File: src/rtl/krsq_pkg.sv
// Shared types and constants for the key repeat slot queue.
package krsq_pkg;

  localparam int unsigned RingDepth   = 64;
  localparam int unsigned RingAw      = $clog2(RingDepth);
  localparam int unsigned RepeatSlots = 6;
  localparam int unsigned SlotAw      = (RepeatSlots > 1) ? $clog2(RepeatSlots) : 1;
  localparam int unsigned CmdDepth    = 2;

  localparam logic [7:0] CtrlReleaseCode = 8'h9d;
  localparam logic [7:0] WinUsageLeft    = 8'he3;
  localparam logic [7:0] WinUsageRight   = 8'he7;
  localparam logic [7:0] ReprLimit       = 8'd127;

  typedef enum logic [1:0] {
    REQ_KEY  = 2'd0,
    REQ_PUSH = 2'd1,
    REQ_READ = 2'd2,
    REQ_NONE = 2'd3
  } req_e;

  typedef enum logic [2:0] {
    CFG_DELAY    = 3'd0,
    CFG_INTERVAL = 3'd1,
    CFG_SHIFT    = 3'd2,
    CFG_CTRL     = 3'd3,
    CFG_ALT      = 3'd4,
    CFG_CAPS     = 3'd5
  } cfg_e;

  // Classified item handed from front to back.
  typedef struct packed {
    logic [1:0]  req;
    logic [7:0]  usage;
    logic [7:0]  value;   // resolved event value or pushed value
    logic        pressed;
    logic [63:0] now;
    logic [4:0]  flags;   // modifier flags after the item
  } cmd_t;

  function automatic logic can_repeat(logic [7:0] v);
    return (v == 8'd8) || (v == 8'd10) || ((v >= 8'd32) && (v < ReprLimit));
  endfunction

endpackage

File: src/rtl/key_repeat_slot_queue.sv
// Top level of the keyboard key repeat slot queue.
//
//   channel | signals                        | direction
//   --------+--------------------------------+----------
//   input   | in_valid_i / in_ready_o        | item in
//   result  | out_valid_o / out_ready_i      | item out
//   config  | cfg_valid_i / cfg_ready_o      | register write
//
// A key event or read passes the front look-up and hand-off, a serial scan of
// the six repeat slots, then a slot update or ring read; a push skips the scan,
// and an unused type goes straight to the result. The front takes no new item
// until it has handed off the last one; the back takes none until its result
// is taken. A stalled result holds the back, then the 2-entry
// queue fills and the input stalls. Reset clears flags, held-table valid bits,
// slots and ring pointers at once; there is no clearing pass.
module key_repeat_slot_queue import krsq_pkg::*; (
  input  logic        clk_i,
  input  logic        rst_ni,
  input  logic        in_valid_i,
  output logic        in_ready_o,
  input  logic [1:0]  req_type_i,
  input  logic [7:0]  key_usage_i,
  input  logic [7:0]  key_value_i,
  input  logic        key_pressed_i,
  input  logic [63:0] now_ns_i,
  output logic        out_valid_o,
  input  logic        out_ready_i,
  output logic [7:0]  read_value_o,
  output logic [7:0]  resolved_value_o,
  output logic        shift_on_o,
  output logic        ctrl_on_o,
  output logic        alt_on_o,
  output logic        win_on_o,
  output logic        caps_on_o,
  input  logic        cfg_valid_i,
  output logic        cfg_ready_o,
  input  logic [2:0]  cfg_index_i,
  input  logic [31:0] cfg_data_i
);

  logic [31:0] delay_q, interval_q;
  logic [7:0]  shift_q, ctrl_q, alt_q, caps_q;
  logic        fc_valid, fc_ready, bc_valid, bc_ready;
  cmd_t        fc_cmd, bc_cmd;
  logic [4:0]  flags;

  assign cfg_ready_o = 1'b1;

  always_ff @(posedge clk_i or negedge rst_ni) begin
    if (!rst_ni) begin
      delay_q    <= 32'd500000000;
      interval_q <= 32'd25000000;
      shift_q    <= 8'd128;
      ctrl_q     <= 8'd129;
      alt_q      <= 8'd130;
      caps_q     <= 8'd131;
    end else if (cfg_valid_i) begin
      case (cfg_index_i)
        CFG_DELAY:    delay_q    <= cfg_data_i;
        CFG_INTERVAL: interval_q <= cfg_data_i;
        CFG_SHIFT:    shift_q    <= cfg_data_i[7:0];
        CFG_CTRL:     ctrl_q     <= cfg_data_i[7:0];
        CFG_ALT:      alt_q      <= cfg_data_i[7:0];
        CFG_CAPS:     caps_q     <= cfg_data_i[7:0];
        default: ;
      endcase
    end
  end

  krsq_front u_front (
    .clk_i, .rst_ni,
    .in_valid_i, .in_ready_o,
    .req_i(req_type_i), .usage_i(key_usage_i), .value_i(key_value_i),
    .pressed_i(key_pressed_i), .now_i(now_ns_i),
    .shift_code_i(shift_q), .ctrl_code_i(ctrl_q), .alt_code_i(alt_q),
    .caps_code_i(caps_q),
    .cmd_valid_o(fc_valid), .cmd_ready_i(fc_ready), .cmd_o(fc_cmd)
  );

  krsq_cmd_fifo u_fifo (
    .clk_i, .rst_ni,
    .wr_valid_i(fc_valid), .wr_ready_o(fc_ready), .wr_data_i(fc_cmd),
    .rd_valid_o(bc_valid), .rd_ready_i(bc_ready), .rd_data_o(bc_cmd)
  );

  krsq_back u_back (
    .clk_i, .rst_ni,
    .cmd_valid_i(bc_valid), .cmd_ready_o(bc_ready), .cmd_i(bc_cmd),
    .delay_i(delay_q), .interval_i(interval_q), .ctrl_code_i(ctrl_q),
    .out_valid_o, .out_ready_i,
    .read_value_o, .resolved_value_o, .flags_o(flags)
  );

  assign shift_on_o = flags[0];
  assign ctrl_on_o  = flags[1];
  assign alt_on_o   = flags[2];
  assign win_on_o   = flags[3];
  assign caps_on_o  = flags[4];

endmodule

File: src/rtl/krsq_front.sv
// Front end: modifier flags, held value table, classification of items.
module krsq_front import krsq_pkg::*; (
  input  logic        clk_i,
  input  logic        rst_ni,
  input  logic        in_valid_i,
  output logic        in_ready_o,
  input  logic [1:0]  req_i,
  input  logic [7:0]  usage_i,
  input  logic [7:0]  value_i,
  input  logic        pressed_i,
  input  logic [63:0] now_i,
  input  logic [7:0]  shift_code_i,
  input  logic [7:0]  ctrl_code_i,
  input  logic [7:0]  alt_code_i,
  input  logic [7:0]  caps_code_i,
  output logic        cmd_valid_o,
  input  logic        cmd_ready_i,
  output cmd_t        cmd_o
);

  typedef enum logic [2:0] {
    F_IDLE = 3'b001,
    F_LOOK = 3'b010,
    F_SEND = 3'b100
  } fstate_e;

  fstate_e     state_q, state_d;
  logic [4:0]  flags_q, flags_d;
  logic [255:0] hvalid_q;
  logic [7:0]  held_mem [256];
  logic [7:0]  held_rd_q;
  logic [1:0]  req_q;
  logic [7:0]  usage_q, value_q;
  logic        pressed_q;
  logic [63:0] now_q;
  cmd_t        cmd_q;
  logic [7:0]  ev;
  logic [7:0]  held_val;

  assign in_ready_o  = (state_q == F_IDLE);
  assign cmd_valid_o = (state_q == F_SEND);
  assign cmd_o       = cmd_q;
  assign held_val    = hvalid_q[usage_q] ? held_rd_q : 8'd0;
  assign ev          = (!pressed_q && value_q == 8'd0) ? held_val : value_q;

  always_comb begin
    flags_d = flags_q;
    if (value_q == shift_code_i) flags_d[0] = pressed_q;
    else if (value_q == ctrl_code_i) flags_d[1] = pressed_q;
    else if (value_q == alt_code_i) flags_d[2] = pressed_q;
    else if (usage_q == WinUsageLeft || usage_q == WinUsageRight) flags_d[3] = pressed_q;
    else if (value_q == caps_code_i && pressed_q) flags_d[4] = ~flags_q[4];
  end

  always_comb begin
    state_d = state_q;
    case (state_q)
      F_IDLE: if (in_valid_i) state_d = F_LOOK;
      F_LOOK: state_d = F_SEND;
      F_SEND: if (cmd_ready_i) state_d = F_IDLE;
      default: state_d = F_IDLE;
    endcase
  end

  always_ff @(posedge clk_i or negedge rst_ni) begin
    if (!rst_ni) begin
      state_q  <= F_IDLE;
      flags_q  <= '0;
      hvalid_q <= '0;
    end else begin
      state_q <= state_d;
      if (state_q == F_LOOK && req_q == REQ_KEY) begin
        flags_q <= flags_d;
        hvalid_q[usage_q] <= 1'b1;
      end
    end
  end

  always_ff @(posedge clk_i) begin
    held_rd_q <= held_mem[usage_i];
    if (state_q == F_LOOK && req_q == REQ_KEY) begin
      held_mem[usage_q] <= pressed_q ? ev : 8'd0;
    end
  end

  always_ff @(posedge clk_i) begin
    if (in_valid_i && in_ready_o) begin
      req_q     <= req_i;
      usage_q   <= usage_i;
      value_q   <= value_i;
      pressed_q <= pressed_i;
      now_q     <= now_i;
    end
    if (state_q == F_LOOK) begin
      cmd_q.req     <= req_q;
      cmd_q.usage   <= usage_q;
      cmd_q.value   <= (req_q == REQ_KEY) ? ev : value_q;
      cmd_q.pressed <= pressed_q;
      cmd_q.now     <= now_q;
      cmd_q.flags   <= (req_q == REQ_KEY) ? flags_d : flags_q;
    end
  end

endmodule

File: src/rtl/krsq_cmd_fifo.sv
// Short command queue between front and back.
module krsq_cmd_fifo import krsq_pkg::*; (
  input  logic clk_i,
  input  logic rst_ni,
  input  logic wr_valid_i,
  output logic wr_ready_o,
  input  cmd_t wr_data_i,
  output logic rd_valid_o,
  input  logic rd_ready_i,
  output cmd_t rd_data_o
);

  localparam int unsigned Aw = $clog2(CmdDepth);

  cmd_t            mem_q [CmdDepth];
  logic [Aw-1:0]   wp_q, rp_q;
  logic [Aw:0]     cnt_q;
  logic            wr, rd;

  assign wr_ready_o = (cnt_q != Aw'(0) + (Aw+1)'(CmdDepth));
  assign rd_valid_o = (cnt_q != '0);
  assign rd_data_o  = mem_q[rp_q];
  assign wr = wr_valid_i && wr_ready_o;
  assign rd = rd_valid_o && rd_ready_i;

  always_ff @(posedge clk_i or negedge rst_ni) begin
    if (!rst_ni) begin
      wp_q  <= '0;
      rp_q  <= '0;
      cnt_q <= '0;
    end else begin
      if (wr) wp_q <= (wp_q == Aw'(CmdDepth - 1)) ? '0 : wp_q + 1'b1;
      if (rd) rp_q <= (rp_q == Aw'(CmdDepth - 1)) ? '0 : rp_q + 1'b1;
      cnt_q <= cnt_q + (Aw+1)'(wr) - (Aw+1)'(rd);
    end
  end

  always_ff @(posedge clk_i) begin
    if (wr) mem_q[wp_q] <= wr_data_i;
  end

endmodule

File: src/rtl/krsq_back.sv
// Back end: repeat slots, byte ring and result register.
module krsq_back import krsq_pkg::*; (
  input  logic        clk_i,
  input  logic        rst_ni,
  input  logic        cmd_valid_i,
  output logic        cmd_ready_o,
  input  cmd_t        cmd_i,
  input  logic [31:0] delay_i,
  input  logic [31:0] interval_i,
  input  logic [7:0]  ctrl_code_i,
  output logic        out_valid_o,
  input  logic        out_ready_i,
  output logic [7:0]  read_value_o,
  output logic [7:0]  resolved_value_o,
  output logic [4:0]  flags_o
);

  typedef enum logic [4:0] {
    B_IDLE = 5'b00001,
    B_SCAN = 5'b00010,   // slot match/free search or due scan
    B_ACT  = 5'b00100,   // slot update and enqueue
    B_GET  = 5'b01000,   // ring read
    B_OUT  = 5'b10000
  } bstate_e;

  bstate_e      state_q;
  cmd_t         c_q;
  logic [SlotAw-1:0] idx_q;
  logic         match_f_q, free_f_q;
  logic [SlotAw-1:0] match_q, free_q;
  logic [RepeatSlots-1:0] act_q;
  logic [7:0]   susage_q [RepeatSlots];
  logic [7:0]   svalue_q [RepeatSlots];
  logic [63:0]  sdue_q   [RepeatSlots];
  logic [7:0]   ring_mem [RingDepth];
  logic [RingAw-1:0] head_q, tail_q;
  logic [7:0]   rdv_q, evv_q;
  logic [RingAw-1:0] head_nx;
  logic         put_en;
  logic [7:0]   put_val;
  logic         last_slot;
  logic [SlotAw-1:0] tgt;

  assign cmd_ready_o      = (state_q == B_IDLE);
  assign out_valid_o      = (state_q == B_OUT);
  assign read_value_o     = rdv_q;
  assign resolved_value_o = evv_q;
  assign flags_o          = c_q.flags;
  assign last_slot        = (idx_q == SlotAw'(RepeatSlots - 1));
  assign head_nx          = (head_q == RingAw'(RingDepth - 1)) ? '0 : head_q + 1'b1;
  assign tgt              = match_f_q ? match_q : free_q;

  // One ring write per cycle at most.
  always_comb begin
    put_en  = 1'b0;
    put_val = 8'd0;
    case (state_q)
      B_SCAN: if (c_q.req == REQ_READ && c_q.now != 64'd0 && act_q[idx_q]
                  && c_q.now >= sdue_q[idx_q]) begin
        put_en  = 1'b1;
        put_val = svalue_q[idx_q];
      end
      B_ACT: begin
        put_en = (c_q.req == REQ_PUSH) || (c_q.req == REQ_KEY &&
                 (c_q.pressed || c_q.value == ctrl_code_i));
        put_val = (c_q.req == REQ_KEY && !c_q.pressed) ? CtrlReleaseCode : c_q.value;
      end
      default: ;
    endcase
  end

  // Ring write, and the registered ring read in B_GET after the last scan write
  always_ff @(posedge clk_i) begin
    if (put_en && put_val != 8'd0 && head_nx != tail_q) ring_mem[head_q] <= put_val;
    if (state_q == B_IDLE && cmd_valid_i) begin
      rdv_q <= 8'd0;
    end else if (state_q == B_GET && tail_q != head_q) begin
      rdv_q <= ring_mem[tail_q];
    end
  end

  always_ff @(posedge clk_i or negedge rst_ni) begin
    if (!rst_ni) begin
      state_q <= B_IDLE;
      act_q   <= '0;
      head_q  <= '0;
      tail_q  <= '0;
      idx_q   <= '0;
      match_f_q <= 1'b0;
      free_f_q  <= 1'b0;
    end else begin
      if (put_en && put_val != 8'd0 && head_nx != tail_q) head_q <= head_nx;
      case (state_q)
        B_IDLE: if (cmd_valid_i) begin
          idx_q     <= '0;
          match_f_q <= 1'b0;
          free_f_q  <= 1'b0;
          if (cmd_i.req == REQ_NONE) state_q <= B_OUT;
          else if (cmd_i.req == REQ_PUSH) state_q <= B_ACT;
          else state_q <= B_SCAN;
        end
        B_SCAN: begin
          if (c_q.req == REQ_KEY) begin
            if (act_q[idx_q] && susage_q[idx_q] == c_q.usage) begin
              match_f_q <= 1'b1;
              match_q   <= idx_q;
            end else if (!act_q[idx_q] && !free_f_q) begin
              free_f_q <= 1'b1;
              free_q   <= idx_q;
            end
          end else if (put_en) begin
            sdue_q[idx_q] <= c_q.now + 64'(interval_i);
          end
          idx_q <= idx_q + 1'b1;
          if (last_slot) state_q <= (c_q.req == REQ_KEY) ? B_ACT : B_GET;
        end
        B_ACT: begin
          if (c_q.req == REQ_KEY) begin
            if (c_q.pressed) begin
              if (can_repeat(c_q.value) && (match_f_q || free_f_q)) begin
                act_q[tgt]    <= 1'b1;
                susage_q[tgt] <= c_q.usage;
                svalue_q[tgt] <= c_q.value;
                sdue_q[tgt]   <= (c_q.now != 64'd0) ? c_q.now + 64'(delay_i) : 64'd0;
              end
            end else if (match_f_q) begin
              act_q[match_q] <= 1'b0;
            end
          end
          state_q <= B_OUT;
        end
        B_GET: state_q <= B_OUT;
        B_OUT: if (out_ready_i) state_q <= B_IDLE;
        default: state_q <= B_IDLE;
      endcase
      if (state_q == B_GET && tail_q != head_q) begin
        tail_q <= (tail_q == RingAw'(RingDepth - 1)) ? '0 : tail_q + 1'b1;
      end
    end
  end

  always_ff @(posedge clk_i) begin
    if (state_q == B_IDLE && cmd_valid_i) begin
      c_q   <= cmd_i;
      evv_q <= (cmd_i.req == REQ_KEY) ? cmd_i.value : 8'd0;
    end
  end

endmodule

File: config.mk
export PLATFORM = sky130hd
export DESIGN_NAME = key_repeat_slot_queue
export DESIGN_NICKNAME = d
export VERILOG_FILES = /design/src/rtl/krsq_pkg.sv /design/src/rtl/key_repeat_slot_queue.sv /design/src/rtl/krsq_front.sv /design/src/rtl/krsq_cmd_fifo.sv /design/src/rtl/krsq_back.sv
export SDC_FILE = /design/constraint.sdc
export NUM_CORES = 2
export LEC_CHECK = 0
export BUFFER_PORTS_ARGS = -buffer_cell sky130_fd_sc_hd__buf_4
export CAP_MARGIN = 25
export CORE_MARGIN = 2
export CORE_UTILIZATION = 59
export CTS_BUF_LIST = sky130_fd_sc_hd__clkbuf_4
export CTS_CLUSTER_DIAMETER = 120
export DETAILED_ROUTE_END_ITERATION = 8
export PLACE_DENSITY = 0.89
export SYNTH_ARGS = -nofsm -noshare
export SYNTH_HDL_FRONTEND = slang
export SYNTH_SLANG_ARGS = --single-unit
File: constraint.sdc
create_clock -name clk_i -period 10.35 [get_ports clk_i]
set_input_delay 0 -clock clk_i [delete_from_list [all_inputs] [get_ports clk_i]]
set_output_delay 0 -clock clk_i [all_outputs]
set_load 0.02 [all_outputs]
## After elaboration in Yosys (flattened, before gate mapping)

Memories as Yosys holds them, arrays and structs flattened. A register that Yosys moved wholly into a read port is not among the register bits.
Cells that the tools add are included.

- Memories kept: 6
- Output and inout port bits: 24
- Input bits: 123
- Register bits after elaboration: 665
- Memory bits (writable): 3,216
- Logic and storage cells: 248

- Bitwise operators: 6
- $lt $le $gt $ge: 10
- Reductions and logical operators: 59
- Equal/unequal tests: 43
- Add/sub/neg operators: 9
- Multiplexer cells: 76

Memory list:

| name | depth | width | rd ports | clocked after Yosys merged registers in | wr ports | line | RTL |
|---|---|---|---|---|---|---|---|
| u_front.held_mem | 256 | 8 | 1 | 1 | 1 | krsq_front.sv:30 | `logic [7:0] held_mem [256];` |
| u_back.ring_mem | 64 | 8 | 1 | 1 | 1 | krsq_back.sv:35 | `logic [7:0] ring_mem [RingDepth];` |
| u_back.sdue_q | 6 | 64 | 1 | 0 | 1 | krsq_back.sv:34 | `logic [63:0] sdue_q [RepeatSlots];` |
| u_fifo.mem_q | 2 | 88 | 1 | 0 | 1 | krsq_cmd_fifo.sv:15 | `cmd_t mem_q [CmdDepth];` |
| u_back.susage_q | 6 | 8 | 1 | 0 | 1 | krsq_back.sv:32 | `logic [7:0] susage_q [RepeatSlots];` |
| u_back.svalue_q | 6 | 8 | 1 | 0 | 1 | krsq_back.sv:33 | `logic [7:0] svalue_q [RepeatSlots];` |

Operators by type and width:

| cell | count |
|---|---|
| 256-bit OR | 1 |
| 64-bit by 32-bit adder with 64-bit output | 2 |
| 64-bit 2-to-1 mux | 2 |
| 64-bit >= comparator | 1 |
| 64-bit nonzero test | 1 |
| 64-bit OR reduction | 1 |
| 8-bit equality test | 6 |
| 8-bit 2-to-1 mux | 6 |
| 1-bit 2-to-1 mux | 36 |
| 6-bit 2-to-1 mux | 5 |
| 5-bit 2-to-1 mux | 5 |
| 1-bit logical AND | 23 |
| 3-bit 2-to-1 mux | 7 |
| 5-bit case mux with 4 select lines | 1 |
| 8-bit by 4-bit equality test with 1-bit output (second input constant) | 2 |
| 8-bit equality test (second input constant) | 2 |
| 8-bit case mux with 2 select lines | 1 |
| 2-bit AND reduction | 8 |
| 6-bit by 1-bit adder with 6-bit output (second input constant) | 2 |
| 3-bit equality test (second input constant) | 4 |
| 6-bit equality test (second input constant) | 2 |
| 3-bit by 4-bit less-than comparator with 1-bit output (second input constant) | 3 |
| 2-bit by 1-bit inequality test with 1-bit output (second input constant) | 6 |
| 6-bit inequality test | 2 |
| other kinds (43) | 74 |

## Logic depth before layout (Yosys ltp)

- Depth in word-level cells: 12
- Gate-level depth with buffers: 21
- Depth with buffers taken out: 13

## Cells and area by module

A second synthesis with hierarchy kept.

- Cell total of the unflattened synthesis: 7,906
- Area total of the unflattened synthesis: 155,806.9 um2

By module, submodules not included:

| module | times used | sequential area each (um2) | cells an instance | area an instance (um2) |
|---|---|---|---|---|
| krsq_front | 1 | 73,401.6 | 4,398 | 95,664.2 |
| krsq_back | 1 | 33,713.6 | 3,002 | 49,765.2 |
| krsq_cmd_fifo | 1 | 5,385.2 | 296 | 6,601.3 |
| key_repeat_slot_queue | 1 | 2,443.6 | 210 | 3,776.1 |

## Worst setup path after synthesis

OpenSTA, ideal clock, no wires.

- Kind: register -> register
- Start point: register u_back.idx_q[0]
- End point: memory u_back.sdue_q[4][0] (enable)
- Arrival time: 10.207 ns
- Library setup time: 0.644 ns
- Period minus slack after synthesis: 10.852 ns
- Cell stages (with the launch flop): 17
- Path slack: -0.502 ns
- Cells stage by stage: dfrtp_1 buf_4 buf_2 buf_2 buf_2 buf_1 mux4_2 o21ai_0 ha_1 and4_1 nand2_1 a221o_1 a31oi_1 o2111ai_1 a21boi_2 nor2_1 nor4_1

- Word-level cells in the longest chain between the ends: 12
- Elaborated cells on any way between the ends: 15
- Classes of those cells: 1 x order compare; 10 x mux; 3 x reduce/logical; 1 x memory

Ends and longest elaborated chain:

| what | line | RTL |
|---|---|---|
| start: declaration | krsq_back.sv:28 | `logic [SlotAw-1:0] idx_q;` |
| start signal: assignment | krsq_back.sv:114 | `idx_q <= idx_q + 1'b1;` |
| parallel branches: the longest is 12 deep, another holds memory read 6 x 64 bit | n/a |  |
| end: declaration | krsq_back.sv:34 |  |

Several ways; the timed one is not identified. The select of a mux whose other input is x is not followed.

## Worst setup path in the final report

- Start point: register u_back.idx_q[0]
- End point: memory u_back.ring_mem[44][1] (enable)

- Word-level cells in the longest chain between the ends: 11
- Elaborated cells on any way between the ends: 16
- Classes of those cells: 1 x order compare; 8 x mux; 5 x reduce/logical; 2 x memory

Ends and longest elaborated chain:

| what | line | RTL |
|---|---|---|
| parallel branches: the longest is 7 deep, another holds memory read 6 x 64 bit | n/a |  |
| 1-bit logical AND * (2 in series) | krsq_back.sv:74 | `if (put_en && put_val != 8'd0 && head_nx != tail_q) ring_mem[head_q] <= put_val;` |
| 1-bit 2-to-1 mux * | krsq_back.sv:74 |  |
| 1-bit 2-to-1 mux (implied by the code) * | krsq_back.sv:74 |  |
| end: declaration | krsq_back.sv:35 |  |

Mark *: on every way between the ends. The select of a mux whose other input is x is not followed.

==> results.md <==
Status:
- The flow ran to the end, but the final reports show violations.
- The checks that failed: design-rule violations.

Setup path:
- STA puts the critical path data required time at 11.35 ns.
- The critical path data arrival time is 8.73 ns.
- Of all nets on the critical path, the largest fanout is 46.
- The largest stage delay on the critical path is 1.03 ns.
- The kind of cell with the highest combined delay along the critical path is simple AND/OR/NAND/NOR gates.
- The endpoint of the lowest-slack register-to-register path is u_back.ring_mem[44][1]$_DFFE_PP_.
- The startpoint-to-endpoint class of the critical path is reg -> reg.
- The startpoint class of the critical path is a register.
- STA classifies the critical path endpoint as a register.
- The number of buffers and inverters on the critical path is 1.
- The worst reg2reg path startpoint is u_back.idx_q[0]$_DFFE_PN0P_.
- The number of cells on the worst reg-to-reg path is 13.
- The critical path's slowest cell is sky130_fd_sc_hd__dfrtp_4.
- The critical path goes through buf_4 -> mux4_2 -> o21ai_0 -> ha_1 -> nand4_1 -> nor4_1 -> o211ai_1 -> a31oi_1 -> o2111ai_1 -> a21boi_2 -> a32o_1 -> nand4b_1 -> nor2_1.
- In this run the register-to-register setup slack is 2.63 ns.

Logic synthesis:
- Dividing the synthesized area by the synthesized cell count gives 20.2 um^2.
- The proportion of synthesized flip-flops having asynchronous set or reset is 0.101.
- After synthesis the cells add up to 155,000 um^2.
- The largest area contributor in the synthesized netlist is sky130_fd_sc_hd__edfxtp_1.
- The number of warnings issued by yosys is 0.
- The number of nets handed over by synthesis was 7,927.
- Yosys attributes the largest share of cell area to sky130_fd_sc_hd__edfxtp_1 68%, sky130_fd_sc_hd__mux4_2 15%, sky130_fd_sc_hd__dfrtp_1 5.8%.
- The share of the Yosys chip area taken by registers is 0.742.
- Counting flops and latches in the post-synthesis netlist gives 3,897.
- The post-synthesis instance total is 7,668.
- The commonest cells after synthesis are 3,489 x sky130_fd_sc_hd__edfxtp_1, 1,008 x sky130_fd_sc_hd__mux4_2, 443 x sky130_fd_sc_hd__nor2_1.
- For this run, the leading register cell type out of synthesis is sky130_fd_sc_hd__edfxtp_1.
- The count of flip-flops with a built-in enable after synthesis is 3,489.
- The share of synthesized area in the top cell type comes to 0.676.
- The number of library cell types mapped by synthesis is 89.
- In the post-synthesis netlist, the cell with the most instances is sky130_fd_sc_hd__edfxtp_1.

Floorplanning:
- The floorplan step defined a core boundary enclosing 262,000 um^2.
- The die boundary height is 517 um.
- 147 I/O pins were placed.
- The die outline area is 267,000 um^2.
- The placement row count is 188.
- The die is 517 um wide.
- The initial utilization of the core area, before any placement, comes to 0.592.

Timing:
- Final hold analysis gives a worst-case slack of 0.115 ns.
- The final period demand of the worst path is 7.72 ns.
- The relative max-transition margin is 0.164.
- At the pin with the least slew margin, the transition time is 1.25 ns.
- The number of slew-limit violations in the final report was 0.
- Timing would allow up to 0.129 GHz.
- The final setup violation count is 0.
- Dividing the final minimum period by the clock period gives 0.746.
- Setup repair after global routing left no endpoint under its margin.
- The number of failing hold endpoints at the final stage is 0.
- Clock skew on the completed layout was measured at 0.167 ns.

Global route:
- The overall global routing resource usage is 0.318.
- The number of global-route vias before repair was 91.4k.
- The number of antenna violations at the first check in global routing is 50.
- The first global-routing pass estimated 614,000 um of wire.
- The largest net degree at the start of global routing is 181.
- Summed over all layers, the global routing overflow is 0.

Final layout:
- The area of the multi-input gates is 38,500 um^2.
- The fraction of layout instances using a drive strength above 1 is 0.341.
- At the end of the flow the core is filled with cells to 0.673.
- The area growth from synthesis to layout is 13.7%.
- The final-stage net count is 9,091.
- Across the whole layout, storage elements account for 115,000 um^2.
- The count of fill cells added during filler insertion is 14.8k.

CTS:
- The number of H-tree levels is 6.
- After clock tree synthesis, the setup repair step added 0 buffers.
- The worst-skew pair later-pin latency is 1.54 ns.
- The TritonCTS clock tree is built.
- Once the clock tree was built, the resizer swapped 0 gates to a different size.
- The CTS sink count is 3,897.
- The root cell of the clock tree is sky130_fd_sc_hd__clkbuf_4.
- The clock transition at the registers of the reported paths is 0.08 ns.
- Hold repair after CTS inserted 379 buffers.
- Counting along the longest clock path gives a buffer depth of 4.
- The CTS buffer count is 895.

Worst hold path:
- The worst min-delay path class is in -> reg.
- Counting instances, the worst hold path has a depth of 4.
- For hold timing, the worst endpoint is u_front.held_rd_q[2]$_DFF_P_.
- The startpoint identified for the worst hold timing path is key_usage_i[6].

Pwr:
- In this run the static leakage power is 59.3 nW.
- The power per unit of standard cell area is 222 nW/um^2.
- The worst voltage drop across the vdd grid is 0.000179 V.

Detailed routing:
- The detail route stage leaves a number of antenna-violating nets equal to 0.
- The wire length per cell is 32.4 um.
- The number of iterations in the first detailed-routing pass is 9.
- Using the TritonRoute via totals, the vias-per-cell ratio works out to 6.78.
- The total via count in the routed design is 89.2k.
- Wires add up to 426,000 um.
- The number of DRC markers after the initial detailed-route iteration is 14.0k.
- The number of DRC violations after detailed routing is 19.

Placed design:
- The number of port buffers is 145.
- The global placer's final weighted congestion is 0.937.
- Detailed placement ended at an HPWL of 238,000 um.

Flow run:
- Across the run, the number of max-cap violations was 0.
==> tightest hold or removal path: stages <==
cell	delay, ns
sky130_fd_sc_hd__dlygate4sd3_1	0.61
sky130_fd_sc_hd__buf_4	0.34
sky130_fd_sc_hd__mux4_2	0.31
sky130_fd_sc_hd__mux4_2	0.26
==> cell families after synthesis <==
family,after synthesis,share of synthesized area
AND/OR/NAND/NOR,1240,0.0394
adder cells (fa/ha/maj),136,0.0111
AO/OA/AOI/OAI,541,0.0224
flip-flops,3897,0.742
buffers and inverters,426,0.0113
multiplexers,1300,0.167
XOR/XNOR,127,0.00718
other,1,0.0000242
==> report_power, final <==
part	leakage [nW]	switching, mW	total [mW]	internal, mW
sequential	36.5	0.906	19.6	18.7
clock	7.06	6.45	12.8	6.39
combinational	15.7	4.26	6.62	2.36
total	59.3	11.6	39.1	27.5
==> layout make-up <==
cell class / instances / area share
Inverter: 48 / 0.00104
Antenna cell: 30 / 0.000426
Clock buffer: 1339 / 0.0570
Clock inverter: 324 / 0.0107
Tap cell: 3515 / 0.0249
Multi-Input combinational cell: 3345 / 0.219
Sequential cell: 3897 / 0.652
Timing Repair Buffer: 645 / 0.0352
==> how the worst max path moves through the flow <==
stage,startpoint,endpoint,slack (ns),depth (start not counted)
2_1_floorplan,u_back.idx_q[0]$_DFFE_PN0P_,u_back.sdue_q[4][0]$_DFFE_PP_,-0.50,16
3_3_place_gp,u_back.idx_q[0]$_DFFE_PN0P_,u_back.ring_mem[28][2]$_DFFE_PP_,3.21,13
3_5_place_dp,u_back.idx_q[0]$_DFFE_PN0P_,u_back.ring_mem[20][0]$_DFFE_PP_,2.94,13
4_1_cts,u_back.idx_q[0]$_DFFE_PN0P_,u_back.ring_mem[20][3]$_DFFE_PP_,2.84,13
5_1_grt,u_back.idx_q[0]$_DFFE_PN0P_,u_back.ring_mem[20][2]$_DFFE_PP_,2.55,13
6_report,u_back.idx_q[0]$_DFFE_PN0P_,u_back.ring_mem[44][1]$_DFFE_PP_,2.63,13
==> routing by layer <==
layer | vias up | share of wire | global-route usage
met3 | 1978 | 0.13 | 0.0947
met5 | - | 0.00084 | 0
met2 | 8353 | 0.49 | 0.509
li1 | 34330 | - | -
met4 | 44 | 0.070 | 0.194
met1 | 44446 | 0.31 | 0.382
==> sequential cells by signal (all words and copies together) (netlist names), 8 cells and up <==
signal,cells
alt_q,8
caps_q,8
ctrl_q,8
delay_q,32
interval_q,32
shift_q,8
u_back.c_q,83
u_back.read_value_o,8
u_back.resolved_value_o,8
u_back.ring_mem,512
u_back.sdue_q,384
u_back.susage_q,48
u_back.svalue_q,48
u_fifo.mem_q,176
u_front.cmd_o,88
u_front.held_mem,2048
u_front.held_rd_q,8
u_front.hvalid_q,256
u_front.now_q,64
u_front.usage_q,8
u_front.value_q,8
==> cell usage in the layout, fill, tap and decap left out, types with 166 or more instances in the layout <==
cell	netlist	final
sky130_fd_sc_hd__o21ai_0	169	166
sky130_fd_sc_hd__clkinv_1	1	232
sky130_fd_sc_hd__nor2_1	443	433
sky130_fd_sc_hd__dlygate4sd3_1	0	376
sky130_fd_sc_hd__dfrtp_1	357	350
sky130_fd_sc_hd__buf_4	6	225
sky130_fd_sc_hd__clkbuf_4	0	1345
sky130_fd_sc_hd__edfxtp_1	3489	3489
sky130_fd_sc_hd__or2_2	264	264
sky130_fd_sc_hd__nand2_1	212	201
sky130_fd_sc_hd__mux4_2	1008	1008
sky130_fd_sc_hd__mux2_2	193	193
==> stage by stage <==
stage                     setup slack [ns]  power [mW]  cell area, um^2  cells  TNS [ns]
after global routing                  2.55        40.1           176000  13120         0
after global placement                3.21        25.4           160000  11041         0
final                                 2.63        39.1           176000  13143         0
after CTS                             2.84        38.4           176000  13086         0
after floorplan                     -0.502        23.6           155000   7668   -122.59
after detailed placement              2.94        25.8           160000  11044         0
Power figures use the tool's default switching activity.
